File: src/hw/rtl/lcsb_pkg.sv
// ----------------------------------------------------------------------------
// LED column scroll buffer package
// Field widths, command and status codes, and the command word that the
// controller broadcasts to the column cells.
// ----------------------------------------------------------------------------
`default_nettype none

package lcsb_pkg;

    localparam int MAX_COLUMNS_DEFAULT = 256;
    localparam int ROWS                = 8;
    localparam int ROW_IDX_W           = $clog2(ROWS);

    localparam int OPERATION_W     = 3;
    localparam int COLUMN_W        = 8;
    localparam int ROW_W           = 4;
    localparam int PIXEL_ON_W      = 1;
    localparam int DIRECTION_W     = 2;
    localparam int STEP_COUNT_W    = 16;
    localparam int WIDTH_REQUEST_W = 9;

    localparam int PIXEL_VALUE_W   = 1;
    localparam int VISIBLE_WIDTH_W = 9;
    localparam int STATUS_W        = 2;

    localparam int COLUMN_LSB        = 0;
    localparam int ROW_LSB           = COLUMN_LSB + COLUMN_W;
    localparam int PIXEL_ON_LSB      = ROW_LSB + ROW_W;
    localparam int DIRECTION_LSB     = PIXEL_ON_LSB + PIXEL_ON_W;
    localparam int STEP_COUNT_LSB    = DIRECTION_LSB + DIRECTION_W;
    localparam int WIDTH_REQUEST_LSB = STEP_COUNT_LSB + STEP_COUNT_W;
    localparam int S_FIELDS_W        = WIDTH_REQUEST_LSB + WIDTH_REQUEST_W;
    localparam int S_TDATA_W         = ((S_FIELDS_W + 7) / 8) * 8;
    localparam int S_TUSER_W         = OPERATION_W;

    localparam int M_FIELDS_W = PIXEL_VALUE_W + VISIBLE_WIDTH_W;
    localparam int M_TDATA_W  = ((M_FIELDS_W + 7) / 8) * 8;
    localparam int M_TUSER_W  = STATUS_W;

    typedef enum logic [OPERATION_W-1:0] {
        OP_SET_PIXEL = 3'd0,
        OP_GET_PIXEL = 3'd1,
        OP_SET_WIDTH = 3'd2,
        OP_CLEAR     = 3'd3,
        OP_RESET     = 3'd4,
        OP_ROTATE    = 3'd5,
        OP_SHIFT     = 3'd6
    } op_t;

    typedef enum logic [DIRECTION_W-1:0] {
        DIR_RIGHT = 2'd0,
        DIR_LEFT  = 2'd1,
        DIR_UP    = 2'd2,
        DIR_DOWN  = 2'd3
    } dir_t;

    typedef enum logic [STATUS_W-1:0] {
        STAT_OK        = 2'd0,
        STAT_ROW_RANGE = 2'd1,
        STAT_CAPACITY  = 2'd2,
        STAT_EMPTY     = 2'd3
    } status_t;

    typedef enum logic [3:0] {
        CELL_HOLD      = 4'd0,
        CELL_WRITE     = 4'd1,
        CELL_CLEAR     = 4'd2,
        CELL_UP        = 4'd3,
        CELL_DOWN      = 4'd4,
        CELL_ROTL      = 4'd5,
        CELL_INSR      = 4'd6,
        CELL_LOAD      = 4'd7,
        CELL_SHIFT_OUT = 4'd8
    } cell_op_t;

    typedef struct packed {
        cell_op_t               op;
        logic [ROW_IDX_W-1:0]   row;
        logic                   pixel_on;
        logic [ROW_IDX_W-1:0]   amount;
    } cell_cmd_t;

endpackage

`default_nettype wire

File: src/hw/rtl/lcsb_cell.sv
// ----------------------------------------------------------------------------
// LED column scroll buffer column cell
// Holds one stored column and one bit of the read-out chain, and acts on the
// command word broadcast to the whole row of cells.
// ----------------------------------------------------------------------------
`default_nettype none

module lcsb_cell
    import lcsb_pkg::*;
#(
    parameter int IDX   = 0,
    parameter int IDX_W = 8
) (
    input  wire logic              aclk,
    input  wire logic              aresetn,
    input  wire cell_cmd_t         cmd,
    input  wire logic [IDX_W-1:0]  pos,
    input  wire logic [IDX_W-1:0]  last_idx,
    input  wire logic [ROWS-1:0]   next_col,
    input  wire logic [ROWS-1:0]   prev_col,
    input  wire logic [ROWS-1:0]   head_col,
    input  wire logic              read_in,
    output logic      [ROWS-1:0]   col,
    output logic                   read_bit
);

    localparam logic [IDX_W-1:0] MY_IDX = IDX_W'(IDX);

    logic [ROWS-1:0] col_reg, col_next;
    logic            read_reg, read_next;

    always_comb begin
        col_next  = col_reg;
        read_next = read_reg;
        case (cmd.op)
            CELL_WRITE: begin
                if (pos == MY_IDX) begin
                    col_next[cmd.row] = cmd.pixel_on;
                end
            end
            CELL_CLEAR:     col_next = '0;
            CELL_UP:        col_next = col_reg << cmd.amount;
            CELL_DOWN:      col_next = col_reg >> cmd.amount;
            CELL_ROTL: begin
                if (MY_IDX == last_idx) begin
                    col_next = head_col;
                end else if (MY_IDX < last_idx) begin
                    col_next = next_col;
                end
            end
            CELL_INSR:      col_next  = prev_col;
            CELL_LOAD:      read_next = col_reg[cmd.row];
            CELL_SHIFT_OUT: read_next = read_in;
            default: ;
        endcase
    end

    always_ff @(posedge aclk) begin
        if (!aresetn) begin
            col_reg <= '0;
        end else begin
            col_reg <= col_next;
        end
    end

    always_ff @(posedge aclk) begin
        read_reg <= read_next;
    end

    assign col      = col_reg;
    assign read_bit = read_reg;

endmodule

`default_nettype wire

File: config.mk
export PLATFORM = sky130hd
export DESIGN_NAME = lcsb_cell
export DESIGN_NICKNAME = d
export VERILOG_FILES = /design/src/hw/rtl/lcsb_pkg.sv /design/src/hw/rtl/lcsb_cell.sv
export SDC_FILE = /design/constraint.sdc
export NUM_CORES = 1
export LEC_CHECK = 0
export BUFFER_PORTS_ARGS = -buffer_cell sky130_fd_sc_hd__buf_4
export CORE_ASPECT_RATIO = 1.5
export CORE_MARGIN = 5
export CORE_UTILIZATION = 32
export CTS_CLUSTER_SIZE = 40
export DETAILED_ROUTE_END_ITERATION = 10
export SLEW_MARGIN = 15
export SYNTH_ARGS = -nofsm -noshare
export SYNTH_HDL_FRONTEND = slang
export SYNTH_SLANG_ARGS = --single-unit
export TNS_END_PERCENT = 10
File: constraint.sdc
create_clock -name aclk -period 1.9 [get_ports aclk]
set_input_delay 0.38 -clock aclk [delete_from_list [all_inputs] [get_ports aclk]]
set_output_delay 0.38 -clock aclk [all_outputs]
set_load 0.02 [all_outputs]
== Yosys cells after proc, flatten, opt, wreduce, memory -nomap -nowiden ==
Index checks and enable logic that the tools add are counted.

* Bits in registers: 9
* Output and inout bits: 9
* Logic and storage cells: 33

* Magnitude comparators: 3
* Eq/ne operators: 10
* Shift operators: 2
* Muxes and demuxes: 10
* Reductions and logical operators: 6

{| class="wikitable"
|+ Operator list
! kind !! number
|-
| $pmux W8 S6 || 1
|-
| $mux W8 || 3
|-
| $eq A4 B3 Y1 const B || 4
|-
| $logic_not A8 Y1 || 2
|-
| $bwmux W8 || 1
|-
| $eq A4 B2 Y1 const B || 2
|-
| $lt A1 B8 Y1 const A || 1
|-
| $shl A8 B3 Y8 || 1
|-
| $shr A8 B3 Y8 || 1
|-
| $reduce_bool A6 Y1 || 1
|-
| $eq A4 B1 Y1 const B || 1
|-
| $eq A4 B4 Y1 const B || 1
|-
| $lt A3 B4 Y1 const B || 1
|-
| $bmux W1 S3 || 1
|-
| $demux W1 S3 || 1
|-
| $ge A3 B1 Y1 const B || 1
|-
| $ne A3 B3 Y1 const B || 1
|-
| $reduce_and A3 Y1 || 1
|-
| $mux W1 || 2
|-
| $ne A2 B2 Y1 const B || 1
|-
| $pmux W1 S2 || 1
|-
| $reduce_bool A2 Y1 || 1
|-
| $logic_and A1 B1 Y1 || 1
|}

== Depth between registers and ports, before layout ==
* Word-level depth: 7
* Depth in mapped cells: 7
* Mapped depth without buffers: 5

== Worst setup path after synthesis ==
Ideal clock, no wire load.

* Path kind: input to register
* Start: input port pos[1]
* End: register with a tool-made name
* Arrival time: 1.536 ns
* Required time: 1.781 ns
* Path slack: 0.245 ns
* Stages: 5
* Buffers on the path: 0
* Cell sequence: nor4_1 > a2111oi_4 > a211oi_1 > o21ai_0 > o221a_1

{| class="wikitable"
|+ RTL lines
! what !! RTL line !! text
|-
| start, declared || lcsb_cell.sv:17 || <nowiki>input wire logic [IDX_W-1:0] pos,</nowiki>
|}

==> metrics.txt <==
status=finished, final reports clean; Via density=5.84; postcts setup bufs=0; Finished Cell Area=1890 µm²; Bufs on Longest Clock Path=2; sequential fraction of the synthesis area=14.2%; Syn Nets=206; final wirelength=4410 µm; startpoint types=primary input; Synth top area share=17.9%; mapped cell area=1340 µm²; Tot GR Track Use=14.9%; maximum vdd drop=0.177 mV; Worst Path Required=2.02 ns; Worst Tran Pin Value=0.567 ns; crit path time final=1.67 ns; grt ovf=0; prevailing post-synth register cell=dfxtp_1; average wire per standard cell=16.8 µm; crit-path max FO=8; leading cell type in the layout, fill and taps excluded=buf_4; CTS sink cnt=9; ANT nets after route=0; #FFs+latches synth=9; initial antenna violation count=0; Syn Inst Count=152; Core Area=4140 µm²; EDFF count, synth=1; DRC violations left=0; final hold vios=0; Inserted Clock Buffers=3; GPL Wtd Cong=0.862; crit share post-route=87.7%; Nets=271; WP data arrival=1.79 ns; syn avg cell area=8.83 µm²; # IOs=63; Initial Util=32.5%; vias in the first global route=1490; # port buffers=62; Skew-Pair Late Insertion Delay=0.24 ns; Final Skew=0.00248 ns; Hold Crit Class=in -> reg; largest net degree at the start of global routing=15; CP Class=in -> reg; Non-Filler Instances=262; Synth cell types=50; Die Width=62.9 µm; Root Buffer Master=clkbuf_8; dpl cell area=1840 µm²; pwr/cell area=418 nW/µm²; Vias=1531; dpl cells=258; die footprint=5620 µm²; H-tree levels=1; ANT cells=0; first-pass GRT wire length=6940 µm; unrepaired setup endpoints after global routing=false; Yosys warning count=0; Detailed Routing Iterations Pass 1=5; Fmax achieved=600 MHz; Die Ht=89.3 µm; filler instances=448; top cell type by total area after synthesis=mux2i_1; endpoints failing setup=0; post-CTS resize count=0; initial DRC count=105; LEAKAGE=0.809 nW; TritonCTS clock tree=built; asr flop ratio synth=0%; # Max-Cap Violations=0; hpwl dp=3660 µm; CP Capture Type=flip-flop; hold_buf cts=0; # rows=29; slew margin rel.=62.2%; share of cells above drive strength 1=43.5%; most frequent cells in the layout=71 x buf_4, 24 x mux2i_1, 12 x o21ai_0; clock slew at reported path FFs=0.05 ns; area growth from synthesis to layout=40.6%; Pins Over Slew Limit=0; Synth area leaders=mux2i_1 18%, dfxtp_1 12%, mux4_2 6.7%
[cell usage after synthesis, types with 2 or more instances]
cell type  instances
clkbuf_8           2
nand2b_1           2
a32oi_1            2
a222oi_1           6
nor3b_1            4
o221a_2            2
nand2_1            8
mux2i_1           24
a211oi_2           2
dfxtp_1            8
buf_6              3
nand3b_1           3
nor4_1             4
nand3_1            3
o21a_1             4
nor3_1             2
a31oi_1            7
a21oi_1            9
mux4_2             4
o21ai_0           12
nor2_1             6
buf_2              2
a211oi_1           4
clkbuf_1           3
[cells by family (layout without fill, tap and decap cells)]
group                  Yosys count  count (layout)  share of synthesized area [%]
AND/OR/NAND/NOR                 45              45                           21.2
buffers and inverters           12              76                           6.99
multiplexers                    28              28                           24.6
flip-flops                       9               9                           14.2
AO/OA/AOI/OAI                   58              58                           33.1
[area by class of cell]
cell class	count	area, µm²	area share (%)
Multi-Input combinational cell	131	1060	56.1
Timing Repair Buffer	71	533	28.2
Sequential cell	9	190	10.1
Tap cell	46	57.6	3.05
Clock buffer	4	45.0	2.39
Inverter	1	3.75	0.199
[power breakdown]
group / internal [mW] / leakage [nW] / total, mW / switching [mW]
sequential: 0.207 / 0.0751 / 0.236 / 0.0292
clock: 0.147 / 0.0228 / 0.226 / 0.0797
combinational: 0.177 / 0.711 / 0.328 / 0.151
total: 0.530 / 0.809 / 0.790 / 0.260
[through the flow]
step | hold slack (ns) | setup TNS [ns] | power, mW | setup slack [ns] | utilization, %
2_1_floorplan | 0.518 | 0 | 0.411 | 0.245 | -
3_3_place_gp | 0.637 | -0.00208 | 0.564 | -0.00208 | 44.6
4_1_cts | 0.436 | 0 | 0.796 | 0.216 | 45.6
3_5_place_dp | 0.639 | -0.0412 | 0.566 | -0.0326 | 44.6
6_report | 0.445 | 0 | 0.790 | 0.233 | 45.6
5_1_grt | 0.446 | 0 | 0.833 | 0.0842 | 45.6
[per-layer routing]
metal  track usage, %  up-vias  share of wire [%]
met5                0        -                  0
met4             5.79        0                1.2
met3             1.13        6                5.5
met2             28.9       72                 55
met1             16.6      703                 38
li1                 -      750                  -
[critical path: stages]
cell       delay [ns]
buf_4            0.10
nor4_1           0.50
a2111oi_4        0.21
a211oi_1         0.26
o21ai_0          0.13
o221a_1          0.21
[path summary, 6_finish.rpt]
check / start / end / slack [ns] / cells past startpoint
hold / removal: aresetn / flip-flop / 0.45 / 3
hold reg to reg: flip-flop / flip-flop / 0.65 / 2
setup reg to reg: flip-flop / flip-flop / 0.33 / 4
setup / recovery: pos[1] / flip-flop / 0.23 / 6
Power figures use the tool's default switching activity.
