**src/hw/rtl/lcsb_pkg.sv**
```systemverilog
// ----------------------------------------------------------------------------
// LED column scroll buffer package
// Field widths, command and status codes, and the command word that the
// controller broadcasts to the column cells.
// ----------------------------------------------------------------------------
`default_nettype none

package lcsb_pkg;

    localparam int MAX_COLUMNS_DEFAULT = 256;
    localparam int ROWS                = 8;
    localparam int ROW_IDX_W           = $clog2(ROWS);

    localparam int OPERATION_W     = 3;
    localparam int COLUMN_W        = 8;
    localparam int ROW_W           = 4;
    localparam int PIXEL_ON_W      = 1;
    localparam int DIRECTION_W     = 2;
    localparam int STEP_COUNT_W    = 16;
    localparam int WIDTH_REQUEST_W = 9;

    localparam int PIXEL_VALUE_W   = 1;
    localparam int VISIBLE_WIDTH_W = 9;
    localparam int STATUS_W        = 2;

    localparam int COLUMN_LSB        = 0;
    localparam int ROW_LSB           = COLUMN_LSB + COLUMN_W;
    localparam int PIXEL_ON_LSB      = ROW_LSB + ROW_W;
    localparam int DIRECTION_LSB     = PIXEL_ON_LSB + PIXEL_ON_W;
    localparam int STEP_COUNT_LSB    = DIRECTION_LSB + DIRECTION_W;
    localparam int WIDTH_REQUEST_LSB = STEP_COUNT_LSB + STEP_COUNT_W;
    localparam int S_FIELDS_W        = WIDTH_REQUEST_LSB + WIDTH_REQUEST_W;
    localparam int S_TDATA_W         = ((S_FIELDS_W + 7) / 8) * 8;
    localparam int S_TUSER_W         = OPERATION_W;

    localparam int M_FIELDS_W = PIXEL_VALUE_W + VISIBLE_WIDTH_W;
    localparam int M_TDATA_W  = ((M_FIELDS_W + 7) / 8) * 8;
    localparam int M_TUSER_W  = STATUS_W;

    typedef enum logic [OPERATION_W-1:0] {
        OP_SET_PIXEL = 3'd0,
        OP_GET_PIXEL = 3'd1,
        OP_SET_WIDTH = 3'd2,
        OP_CLEAR     = 3'd3,
        OP_RESET     = 3'd4,
        OP_ROTATE    = 3'd5,
        OP_SHIFT     = 3'd6
    } op_t;

    typedef enum logic [DIRECTION_W-1:0] {
        DIR_RIGHT = 2'd0,
        DIR_LEFT  = 2'd1,
        DIR_UP    = 2'd2,
        DIR_DOWN  = 2'd3
    } dir_t;

    typedef enum logic [STATUS_W-1:0] {
        STAT_OK        = 2'd0,
        STAT_ROW_RANGE = 2'd1,
        STAT_CAPACITY  = 2'd2,
        STAT_EMPTY     = 2'd3
    } status_t;

    typedef enum logic [3:0] {
        CELL_HOLD      = 4'd0,
        CELL_WRITE     = 4'd1,
        CELL_CLEAR     = 4'd2,
        CELL_UP        = 4'd3,
        CELL_DOWN      = 4'd4,
        CELL_ROTL      = 4'd5,
        CELL_INSR      = 4'd6,
        CELL_LOAD      = 4'd7,
        CELL_SHIFT_OUT = 4'd8
    } cell_op_t;

    typedef struct packed {
        cell_op_t               op;
        logic [ROW_IDX_W-1:0]   row;
        logic                   pixel_on;
        logic [ROW_IDX_W-1:0]   amount;
    } cell_cmd_t;

endpackage

`default_nettype wire

```
**src/hw/rtl/lcsb_rem.sv**
```systemverilog
// ----------------------------------------------------------------------------
// LED column scroll buffer remainder unit
// Restoring division that produces the remainder one dividend bit per cycle.
// ----------------------------------------------------------------------------
`default_nettype none

module lcsb_rem
    import lcsb_pkg::*;
#(
    parameter int DVD_W = STEP_COUNT_W,
    parameter int DVS_W = 9
) (
    input  wire logic              aclk,
    input  wire logic              aresetn,
    input  wire logic              start,
    input  wire logic [DVD_W-1:0]  dividend,
    input  wire logic [DVS_W-1:0]  divisor,
    output logic                   done,
    output logic      [DVS_W-1:0]  remainder
);

    localparam int CNT_W = $clog2(DVD_W + 1);

    logic             busy_reg, busy_next;
    logic             done_reg, done_next;
    logic [CNT_W-1:0] cnt_reg, cnt_next;
    logic [DVD_W-1:0] dvd_reg, dvd_next;
    logic [DVS_W-1:0] dvs_reg, dvs_next;
    logic [DVS_W-1:0] rem_reg, rem_next;
    logic [DVS_W:0]   trial;
    logic [DVS_W:0]   diff;

    assign trial = {rem_reg, dvd_reg[DVD_W-1]};
    assign diff  = trial - {1'b0, dvs_reg};

    always_comb begin
        busy_next = busy_reg;
        done_next = 1'b0;
        cnt_next  = cnt_reg;
        dvd_next  = dvd_reg;
        dvs_next  = dvs_reg;
        rem_next  = rem_reg;
        if (start) begin
            busy_next = 1'b1;
            cnt_next  = CNT_W'(DVD_W);
            dvd_next  = dividend;
            dvs_next  = divisor;
            rem_next  = '0;
        end else if (busy_reg) begin
            rem_next = (trial >= {1'b0, dvs_reg}) ? diff[DVS_W-1:0] : trial[DVS_W-1:0];
            dvd_next = dvd_reg << 1;
            cnt_next = cnt_reg - CNT_W'(1);
            if (cnt_reg == CNT_W'(1)) begin
                busy_next = 1'b0;
                done_next = 1'b1;
            end
        end
    end

    always_ff @(posedge aclk) begin
        if (!aresetn) begin
            busy_reg <= 1'b0;
            done_reg <= 1'b0;
            cnt_reg  <= '0;
        end else begin
            busy_reg <= busy_next;
            done_reg <= done_next;
            cnt_reg  <= cnt_next;
        end
    end

    always_ff @(posedge aclk) begin
        dvd_reg <= dvd_next;
        dvs_reg <= dvs_next;
        rem_reg <= rem_next;
    end

    assign done      = done_reg;
    assign remainder = rem_reg;

endmodule

`default_nettype wire

```
**config.mk**
```make
export PLATFORM = sky130hd
export DESIGN_NAME = lcsb_rem
export DESIGN_NICKNAME = d
export VERILOG_FILES = /design/src/hw/rtl/lcsb_pkg.sv /design/src/hw/rtl/lcsb_rem.sv
export SDC_FILE = /design/constraint.sdc
export NUM_CORES = 1
export LEC_CHECK = 0
export BUFFER_PORTS_ARGS = -buffer_cell sky130_fd_sc_hd__buf_4
export CAP_MARGIN = 5
export CORE_ASPECT_RATIO = 0.6
export CORE_MARGIN = 1.5
export CORE_UTILIZATION = 55
export DETAILED_ROUTE_END_ITERATION = 10
export PLACE_DENSITY = 0.87
export SYNTH_ARGS = -nofsm -noshare
export SYNTH_HDL_FRONTEND = slang
export SYNTH_SLANG_ARGS = --single-unit
```
**constraint.sdc**
```tcl
create_clock -name aclk -period 2.8 [get_ports aclk]
set_input_delay 0.7 -clock aclk [delete_from_list [all_inputs] [get_ports aclk]]
set_output_delay 0.7 -clock aclk [all_outputs]
set_load 0.05 [all_outputs]
```
Yosys cells after proc, flatten, opt, wreduce, memory -nomap -nowiden --
Index checks and enable logic that the tools add are counted.
Operators by class: equal/unequal tests 1, muxes and demuxes 9, reduce and logical (&&, ||, !) cells 3, bitwise gates (word level) 2, add/subtract/negate cells 2, magnitude comparators 1
Operators by type and width (count):
- 16-bit two-way mux | 2
- 10-bit by 9-bit greater-or-equal comparator with 1-bit output | 1
- 5-bit two-way mux | 2
- 9-bit two-way mux | 1
- 9-bit subtractor | 1
- 5-bit by 1-bit == test with 1-bit output (second input constant) | 1
- 5-bit by 1-bit subtractor with 5-bit output (second input constant) | 1
- 1-bit two-way mux | 4
- 3-bit OR reduction | 1
- 1-bit NOT | 2
- 2-bit nonzero test | 1
- 2-bit OR reduction | 1
Word-level totals: output and inout port bits 10, logic and storage cells 25, bits in registers 41, bits of input ports 28

Logic depth before layout (Yosys ltp) --
Gate-level depths: netlist of run 1.
depth after elaboration 4, depth in mapped cells 9, gate-level depth less buffers 9

Worst setup path after synthesis of run 1 --
Ideal clock, no wire load.
path type reg-to-reg, from register rem_reg[4] (netlist: remainder[4]), to register rem_reg[5] (netlist: remainder[5]), data arrival time 2.194 ns, period minus slack after synthesis 2.285 ns, slack 0.515 ns, data required time 2.709 ns, cell stages (with the launch flop) 8, setup time 0.091 ns, buffers on the path 1, path through dfxtp_1 ha_1 clkbuf_2 a21oi_1 o31a_1 o211a_1 nand2_1 a311oi_1
Between the ends: longest elaborated chain between the ends 2, elaborated cells on any way between the ends 3, classes of those cells add/sub (1); order compare (1); mux (1)
RTL lines:
- start, declared | line lcsb_rem.sv:29 | logic [DVS_W-1:0] rem_reg, rem_next;
- start signal, assigned | line lcsb_rem.sv:75 | rem_reg <= rem_next;
- 9-bit subtractor or 10-bit by 9-bit greater-or-equal comparator with 1-bit output (tied branches) | line lcsb_rem.sv:34, lcsb_rem.sv:50
- 9-bit two-way mux (*) | line lcsb_rem.sv:50 | rem_next = (trial >= {1'b0, dvs_reg}) ? diff[DVS_W-1:0] : trial[DVS_W-1:0];
Mark *: on every way between the ends. The rest lies on a longest branch, timed or not. A chain may end at the register's enable or synchronous reset.

Worst setup path in the final report of run 1 --
from register dvd_reg[15], to register rem_reg[8] (netlist: remainder[8])
Between the ends: longest elaborated chain between the ends 2, elaborated cells on any way between the ends 3, classes of those cells add/sub (1); order compare (1); mux (1)
RTL lines:
- start, declared | line lcsb_rem.sv:27 | logic [DVD_W-1:0] dvd_reg, dvd_next;
- start signal, assigned | line lcsb_rem.sv:73 | dvd_reg <= dvd_next;
- 9-bit subtractor or 10-bit by 9-bit greater-or-equal comparator with 1-bit output (tied branches) | line lcsb_rem.sv:34, lcsb_rem.sv:50
- 9-bit two-way mux (*) | line lcsb_rem.sv:50
Marks and branches as above.

==> results of run 1 <==
==> cell families (layout without fill, tap and decap cells) <==
kind of cell | Yosys count | after routing | share of synthesized area
buffers and inverters | 20 | 60 | 0.03571
AND/OR/NAND/NOR | 47 | 47 | 0.1189
XOR/XNOR | 8 | 8 | 0.03279
multiplexers | 23 | 23 | 0.1171
adder cells (fa/ha/maj) | 12 | 12 | 0.07377
AO/OA/AOI/OAI | 33 | 33 | 0.1206
flip-flops | 41 | 41 | 0.5012
==> cell type report <==
type / count / area [um^2] / area share
sequential: 41 / 1071 / 0.4178
inverter: 14 / 52.55 / 0.02050
clock inverter: 1 / 8.758 / 0.003416
multi-input combinational: 123 / 989.7 / 0.3860
clock buffer: 7 / 97.59 / 0.03807
tap: 47 / 58.81 / 0.02294
timing repair buffer: 38 / 285.3 / 0.1113
==> placed cells by master, fill, tap and decap left out, drive strengths merged, types with 3 or more instances in the layout <==
master / count
clkbuf: 7
nand2: 8
mux2i: 7
o21ai: 3
inv: 14
mux2: 16
nor3: 3
xor2: 5
a311oi: 4
a211oi: 7
buf: 38
o211ai: 4
nand2b: 4
nand3: 3
ha: 11
edfxtp: 25
xnor2: 3
nor2: 16
a21oi: 7
dfxtp: 16
==> final timing paths <==
path / from / end / cells past startpoint
setup / recovery: dvd_reg[15] / remainder[8] / 9
hold / removal: cnt_reg[1] / cnt_reg[1] / 2
setup reg to reg: dvd_reg[15] / remainder[8] / 9
hold reg to reg: cnt_reg[1] / cnt_reg[1] / 2
==> power by group through the flow <==
stage                     Clock, W  Sequential, W  Combinational (W)
after floorplan                  0       0.000781           0.000252
after CTS                 0.000449       0.000736           0.000396
after global routing      0.000478       0.000744           0.000433
after detailed placement         0       0.000749           0.000394
final                     0.000439       0.000737           0.000397
after global placement           0       0.000747           0.000385
==> worst reg2reg max path, stage by stage (launching register included) <==
cell and delay, ns:
edfxtp_1 0.40, inv_1 0.07, ha_1 0.17, inv_1 0.06, fa_1 0.41, a211oi_2 0.32, o31a_1 0.31, o211a_1 0.28
nand2_1 0.08, a311oi_1 0.26
==> metrics by stage <==
| stage | area [um^2] | total power [W] | std cells |
|---|---|---|---|
| finish | 2564 | 0.001573 | 271 |
| global route | 2564 | 0.001655 | 271 |
| CTS | 2564 | 0.001581 | 271 |
| detailed placement | 2457 | 0.001143 | 263 |
| global placement | 2457 | 0.001132 | 263 |
| floorplan | 2137 | 0.001034 | 184 |
==> per-layer routing <==
metal	vias to the layer above	part of all wire	wire length (um)	track usage
met5	-	0	0	0
met2	36	0.42	1665	0.2832
met4	0	0.0077	31	0.05464
met1	692	0.53	2137	0.3018
li1	754	-	-	-
met3	6	0.044	178	0.04847
==> results.yml, run 1 <==
place:
  placement.io_buffers: 37
  dp_worst_setup_slack_ns: 0.3876
  gp_congestion: 0.8571
  dp.final_hpwl_mm: 2.873
critical_path:
  worst_path_fanout_max: 5
  worst-endpoint-required_ns: 3.00
  endpoint_kind: "register"
  worst_path_largest_cell_delay_ns: 0.41
  cpMaxStageDelayCell: "fa_1"
  reg2reg_slack_ns: 0.35
  cp_cell_sequence: "inv_1 -> ha_1 -> inv_1 -> fa_1 -> a211oi_2 -> o31a_1 -> o211a_1 -> nand2_1 -> a311oi_1"
  worst_path_dominant_cell_family: "compound AO/OA/AOI/OAI gates"
  worst_ep_arrival_time_ns: 2.65
  worst_setup_path_start_kind: "register"
  timing.setup.critical_path_class: "reg -> reg"
  buf_inv_on_cp: 2
  timing.critical_path.mode_cell: "inv_1"
route:
  routed-via-count: 1488
  ant_nets: 0
  drt_first_pass_iters: 4
  avgViaCountPerCell: 5.491
  detail_route.wl_per_cell_um: 14.80
  wirelength_mm: 4.012
  detail_route.iter0.violations: 72
  drc: 0
clock_network:
  cts_repair_resize_count: 0
  clkLatencyLatePin_ns: 0.29
  hold_fix_buffers_cts: 0
  cts_tree: "built"
  cts.reportedPaths.clkPinSlew_ns: 0.08
  root_buffer: "clkbuf_8"
  cts.repair_timing.setup_buffer_count: 0
  cts_htree_levels: 2
  sinks_on_clock_net: 41
  clock_path_buffers: 2
  numCtsBuffers: 5
global_routing:
  grt_overflow_total: 0
  antenna_found_initial: 0
  grt_pass1_vias: 1353
  grt_pass1_wl_mm: 6.513
  grt_util_all_layers: 0.1992
  pin_count_of_the_biggest_net_entering_global_routing: 39
cells_and_area:
  n_fill_cell: 279
  nets: 263
  area_growth_pct: 19.96
  antennaDiodeCount: 0
  final_util: 0.6927
  share_of_final_layout_standard_cells_stronger_than_drive_strength_1: 0.2991
  largest_reg_flops: 16
synth:
  netlist_top_cells_count: "edfxtp_1, dfxtp_1, mux2_2, nor2_1, inv_1"
  synthFlopType: "edfxtp_1"
  synth_cells: 184
  share_of_async_settable_or_async_resettable_flops_after_synthesis: 0
  synth_cell_types: 41
  most_numerous_cell_in_the_yosys_netlist: "edfxtp_1"
  proportion_of_netlist_area_held_by_the_largest_area_contributor: 0.3513
  synth_top_cell_by_area: "edfxtp_1"
  synth.yosys.warnings: 0
  syn_avg_cell_area_um2: 11.61
  synth_enable_flop_cells: 25
  post_synth_instance_area_um2: 2137
  synth_nets: 224
  synth.ff_latch_count: 41
  synth.top_cells.by_area: "edfxtp_1, dfxtp_1, mux2_2"
  synth_sequential_area_ratio: 0.5012
timing:
  tns_ns: 0
  timing.slew.headroom: 0.7033
  hold_violations: 0
  setup_violations: 0
  whs_ns: 0.5111
  grt_setup_unrepaired: "no"
  worst_slew_pin_slew_ns: 0.4451
  final.setup_skew_ns: 0.005233
  post_route_fraction_of_the_period_consumed_by_the_critical_path: 0.8752
  drv_slew: 0
  layout_setup_ws_ns: 0.3493
  timing.fmax_ghz: 0.4081
  period_minus_slack_ns: 2.451
run_status:
  run_status: "completed"
die:
  die_x_um: 83.48
  coreArea_um2: 3701
  row_count: 17
  floorplan.initialDensity: 0.5774
  ioPinCount: 38
  floorplan.die_area_um2: 4281
  chipHeight_um: 51.29
power_and_ir_drop:
  p_switching_w: 0.0004659
  proportion_of_power_drawn_by_combinational_gates: 0.252
  netSwitchingFraction: 0.2962
  peakVddDrop_v: 0.0003236
  power_density_nw_per_um2: 613.5
  sequential_share_of_power: 0.468
  power.leakage_nw: 1.065
  p_clk_frac: 0.279
  cell_internal_pwr_w: 0.001107
job:
  drv.max_cap_violation_count: 0
hold_path:
  hold_path.class: "reg -> reg"
(Power assumes the default switching activity.)
==> inputs of run 2 (changes only) <==
SETUP_SLACK_MARGIN = 0.4   (was unset)
==> results.yml, run 2 (synthesis results as in run 1) <==
run_status:
  run_status: "completed"
place:
  dp.final_hpwl_mm: 2.873
  dp_cells: 263
  placement.io_buffers: 37
  gp_congestion: 0.8571
global_routing:
  grt_pass1_wl_mm: 6.541
  grt_util_all_layers: 0.1999
  grt_overflow_total: 0
  antenna_found_initial: 0
  grt_pass1_vias: 1364
  pin_count_of_the_biggest_net_entering_global_routing: 39
route:
  ant_nets: 0
  wirelength_mm: 4.060
  drt_first_pass_iters: 4
  routed-via-count: 1502
  drc: 0
  avgViaCountPerCell: 5.462
  detail_route.wl_per_cell_um: 14.76
  detail_route.iter0.violations: 87
die:
  die_x_um: 83.48
  ioPinCount: 38
  chipHeight_um: 51.29
  floorplan.die_area_um2: 4281
  coreArea_um2: 3701
  row_count: 17
  floorplan.initialDensity: 0.5774
power_and_ir_drop:
  peakVddDrop_v: 0.0003231
  power_density_nw_per_um2: 610.9
  power.leakage_nw: 1.080
cells_and_area:
  nets: 267
  share_of_final_layout_standard_cells_stronger_than_drive_strength_1: 0.3202
  most-common-layout-cells: "buf_4, edfxtp_1, mux2_2, nor2_1, dfxtp_1"
  finish.cell_count_without_fillers: 275
  area_growth_pct: 21.84
  mostFrequentLayoutCell: "buf_4"
  largest_reg_flops: 16
  antennaDiodeCount: 0
hold_path:
  hold_path.class: "reg -> reg"
clock_network:
  hold_fix_buffers_cts: 0
  numCtsBuffers: 5
  cts_tree: "built"
  clkLatencyLatePin_ns: 0.29
  root_buffer: "clkbuf_8"
  cts_htree_levels: 2
  sinks_on_clock_net: 41
  cts.reportedPaths.clkPinSlew_ns: 0.08
  clock_path_buffers: 2
timing:
  grt_setup_unrepaired: "no"
  hold_violations: 0
  tns_ns: 0
  worst_slew_pin_slew_ns: 0.4348
  final.setup_skew_ns: 0.003868
  timing.fmax_ghz: 0.4456
  period_minus_slack_ns: 2.244
  post_route_fraction_of_the_period_consumed_by_the_critical_path: 0.8015
  drv_slew: 0
  timing.slew.headroom: 0.7101
  setup_violations: 0
critical_path:
  cp_cell_sequence: "inv_1 -> ha_1 -> inv_1 -> fa_2 -> a211oi_2 -> buf_4 -> buf_4 -> o31ai_1 -> a211o_1 -> o211ai_1 -> a311oi_1"
  worst_path_fanout_max: 3
  cpMaxStageDelayCell: "edfxtp_1"
  worst_ep_arrival_time_ns: 2.41
  timing.setup.critical_path_class: "reg -> reg"
  endpoint_kind: "register"
  worst_setup_path_start_kind: "register"
  worst-endpoint-required_ns: 2.96
  worst_path_largest_cell_delay_ns: 0.39
job:
  drv.max_cap_violation_count: 0
-- run 2: cell count changes in the layout (fill, tap and decap cells not counted) --
cell,previous run,this run
buf_4,38,42
fa_1,1,0
fa_2,0,1
o211a_1,1,0
o211a_4,0,1
-- run 2: worst max-delay path, delay by kind of cell, from the launching register on --
family,cells,cell delay [ns]
adder cells (fa/ha/maj),2,0.52
AO/OA/AOI/OAI,5,0.82
flip-flops,1,0.39
buffers and inverters,4,0.38
-- run 2: final timing paths --
| kind | startpoint | end | slack, ns | cells past startpoint |
|---|---|---|---|---|
| min | cnt_reg[1] | cnt_reg[1] | 0.51 | 2 |
| max | dvd_reg[15] | remainder[8] | 0.56 | 11 |
| min reg2reg | cnt_reg[1] | cnt_reg[1] | 0.51 | 2 |
| max reg2reg | dvd_reg[15] | remainder[8] | 0.56 | 11 |
-- run 2: timing repair --
item / 4_1_cts / 5_1_grt
buffers inserted: 2 / 2
cloned: 0 / 0
pin swaps: 2 / 6
setup endpoints to repair: 4 / 9
resized for setup: 0 / 2
-- run 2: where the power goes --
| group | total, W | switching, W | internal (W) | leakage (nW) |
|---|---|---|---|---|
| clock | 0.000435 | 0.000204 | 0.000232 | 0.0536 |
| combinational | 0.000418 | 0.000228 | 0.000190 | 0.645 |
| sequential | 0.000737 | 0.0000361 | 0.000701 | 0.381 |
| total | 0.00159 | 0.000468 | 0.00112 | 1.08 |
-- run 2: area by class of cell --
class	count	area [um^2]
inverters	14	52.55
well taps	47	58.81
repair buffers	42	315.3
multi-input cells	123	999.7
flip-flops and latches	41	1071
clock buffers	7	97.59
clock inverters	1	8.758
fillers	278	1097
-- run 2: per-layer routing --
layer  wire length (um)  share of wire  global-route usage  up-vias
met2               1728           0.43              0.2859       31
li1                   -              -                   -      763
met4                 31         0.0076             0.05464        0
met3                175          0.043             0.04847        6
met5                  0              0                   0        -
met1               2125           0.52              0.3018      702
-- run 2: through the flow --
step | cell area (um^2) | setup WS (ns) | utilization | hold WS, ns | power [W]
final | 2604 | 0.5558 | 0.7035 | 0.5109 | 0.001591
after global routing | 2604 | 0.4135 | 0.7035 | 0.5392 | 0.001677
after CTS | 2579 | 0.4451 | 0.6968 | 0.5084 | 0.001588
after detailed placement | 2457 | 0.3876 | 0.6640 | 0.4972 | 0.001143
after global placement | 2457 | 0.5035 | 0.6640 | 0.4849 | 0.001132
after floorplan | 2137 | 0.5147 | - | 0.4685 | 0.001034
==> inputs of run 3 (changes only) <==
ABC_AREA = 1   (was unset)
CORE_UTILIZATION = 56   (was 55)
PLACE_DENSITY = 0.88   (was 0.87)
clock period = 2.33 ns   (was 2.8 ns; I/O delays follow)
==> results.yml, run 3 <==
critical_path:
  worst-endpoint-required_ns: 2.56
  reg2reg_slack_ns: 0.49
  timing.setup.critical_path_class: "reg -> reg"
  worst_path_largest_cell_delay_ns: 0.38
  worst_setup_path_start_kind: "register"
  worst_ep_arrival_time_ns: 2.08
  cp_cell_sequence: "inv_1 -> ha_1 -> inv_2 -> fa_2 -> nand4_1 -> nand2_2 -> nand2_4 -> nand2_8 -> nand2_1 -> nand3_1 -> nand2_1"
  timing.critical_path.mode_cell: "nand2_1"
  endpoint_kind: "register"
  cpMaxStageDelayCell: "fa_2"
  worst_path_fanout_max: 9
route:
  ant_nets: 0
  detail_route.wl_per_cell_um: 14.30
  routed-via-count: 1933
  detail_route.iter0.violations: 94
  wirelength_mm: 5.307
  drt_first_pass_iters: 4
  drc: 0
  avgViaCountPerCell: 5.210
place:
  dp_cells: 360
  dp.final_hpwl_mm: 3.736
  placement.io_buffers: 37
  dp_worst_setup_slack_ns: 0.3461
  gp_congestion: 0.8616
cells_and_area:
  antennaDiodeCount: 0
  most-common-layout-cells: "nand2_1, inv_1, buf_4"
  sequential_cell_area_um2: 1071
  share_of_final_layout_standard_cells_stronger_than_drive_strength_1: 0.1883
  mostFrequentLayoutCell: "nand2_1"
  area_taken_by_multi_input_logic_gates_um2: 983.4
  area_growth_pct: 20.52
  finish.cell_count_without_fillers: 371
  n_fill_cell: 287
  nets: 363
  largest_reg_flops: 16
  final_util: 0.7166
synth:
  netlist_top_cells_count: "nand2_1, inv_1, nand3_1"
  synth.top_cells.by_area: "edfxtp_1, nand2_1, dfxtp_1"
  synth.ff_latch_count: 41
  synth_sequential_area_ratio: 0.4812
  synth_cell_types: 27
  synth_cells: 280
  proportion_of_netlist_area_held_by_the_largest_area_contributor: 0.3373
  synthFlopType: "edfxtp_1"
  synth_enable_flop_cells: 25
  most_numerous_cell_in_the_yosys_netlist: "nand2_1"
  synth.yosys.warnings: 0
  synth_top_cell_by_area: "edfxtp_1"
  post_synth_instance_area_um2: 2226
  synth_nets: 320
  syn_avg_cell_area_um2: 7.950
  share_of_async_settable_or_async_resettable_flops_after_synthesis: 0
power_and_ir_drop:
  peakVddDrop_v: 0.0004379
  sequential_share_of_power: 0.506
  power_density_nw_per_um2: 630.6
  proportion_of_power_drawn_by_combinational_gates: 0.166
  p_clk_frac: 0.328
  netSwitchingFraction: 0.2560
  power.leakage_nw: 1.414
  cell_internal_pwr_w: 0.001259
  post_layout_total_power_w: 0.001692
  p_switching_w: 0.0004330
die:
  row_count: 17
  ioPinCount: 38
  coreArea_um2: 3744
  die_x_um: 84.39
  chipHeight_um: 51.84
  floorplan.initialDensity: 0.5946
  floorplan.die_area_um2: 4374
timing:
  grt_setup_unrepaired: "no"
  period_minus_slack_ns: 1.844
  tns_ns: 0
  worst_slew_pin_slew_ns: 0.6785
  timing.slew.headroom: 0.5472
  drv_slew: 0
  final.setup_skew_ns: 0.005960
  post_route_fraction_of_the_period_consumed_by_the_critical_path: 0.7916
  hold_violations: 0
  timing.fmax_ghz: 0.5422
  layout_setup_ws_ns: 0.4855
  setup_violations: 0
global_routing:
  antenna_found_initial: 0
  grt_pass1_wl_mm: 8.335
  grt_overflow_total: 0
  grt_util_all_layers: 0.2525
  pin_count_of_the_biggest_net_entering_global_routing: 21
  grt_pass1_vias: 1787
clock_network:
  sinks_on_clock_net: 41
  clkLatencyLatePin_ns: 0.29
  clock_path_buffers: 2
  numCtsBuffers: 5
  cts_htree_levels: 2
  hold_fix_buffers_cts: 0
  root_buffer: "clkbuf_8"
  cts_tree: "built"
  cts.reportedPaths.clkPinSlew_ns: 0.08
hold_path:
  hold_path.class: "in -> reg"
run_status:
  run_status: "completed"
job:
  drv.max_cap_violation_count: 0
-- run 3: cell count changes after synthesis, moves of 3 or more --
| cell | previous run | this run |
|---|---|---|
| nand2b_1 | 4 | 0 |
| mux2i_1 | 7 | 0 |
| mux2_2 | 16 | 0 |
| nand2_1 | 8 | 112 |
| nand3_1 | 3 | 28 |
| a211oi_1 | 5 | 1 |
| clkbuf_1 | 5 | 2 |
| a311oi_1 | 4 | 0 |
| inv_1 | 14 | 42 |
| xor2_1 | 5 | 1 |
-- run 3: cell families after synthesis --
family | share of synthesized area
AO/OA/AOI/OAI | 0.02530
XOR/XNOR | 0.01574
adder cells (fa/ha/maj) | 0.07083
buffers and inverters | 0.08769
flip-flops | 0.4812
AND/OR/NAND/NOR | 0.3193
-- run 3: cell type report --
type | instances | area share
repair buffers | 40 | 0.1119
multi-input cells | 192 | 0.3666
flip-flops and latches | 41 | 0.3993
clock inverters | 2 | 0.01306
well taps | 47 | 0.02192
clock buffers | 6 | 0.02705
inverters | 43 | 0.06017
-- run 3: power groups by stage --
stage / Clock [W] / Sequential (W) / Combinational, W
floorplan: 0 / 0.000876 / 0.000166
global placement: 0 / 0.000866 / 0.000255
detailed placement: 0 / 0.000870 / 0.000266
CTS: 0.000562 / 0.000855 / 0.000269
global route: 0.000594 / 0.000861 / 0.000313
finish: 0.000555 / 0.000856 / 0.000281
-- run 3: worst paths after layout --
path | startpoint | to | cells after the start
setup / recovery | dvd_reg[15] | remainder[6] | 11
hold / removal | divisor[6] | dvs_reg[6] | 1
setup reg to reg | dvd_reg[15] | remainder[6] | 11
hold reg to reg | remainder[7] | remainder[7] | 2
-- run 3: timing repair --
| action | in CTS | in global routing |
|---|---|---|
| gates resized for setup | 0 | 6 |
| buffers inserted | 0 | 2 |
| setup endpoints to repair | 0 | 9 |
-- run 3: critical path, delay by kind of cell (launching register included) --
family | cells | cell delay (ns)
buf+inv | 2 | 0.15
simple gates | 7 | 0.73
fa+ha+maj | 2 | 0.54
flops | 1 | 0.37
-- run 3: metal layers --
layer | global-route usage | part of all wire | up-vias
met5 | 0 | 0 | -
met4 | 0.08333 | 0.011 | 0
met3 | 0.05238 | 0.066 | 8
met2 | 0.4173 | 0.47 | 79
met1 | 0.3391 | 0.45 | 878
li1 | - | - | 968
-- run 3: stage by stage --
| step | instance area [um^2] | hold slack (ns) |
|---|---|---|
| 3_3_place_gp | 2536 | 0.4849 |
| 4_1_cts | 2644 | 0.4586 |
| 6_report | 2683 | 0.4607 |
| 3_5_place_dp | 2536 | 0.4990 |
| 2_1_floorplan | 2226 | 0.4755 |
| 5_1_grt | 2683 | 0.4513 |
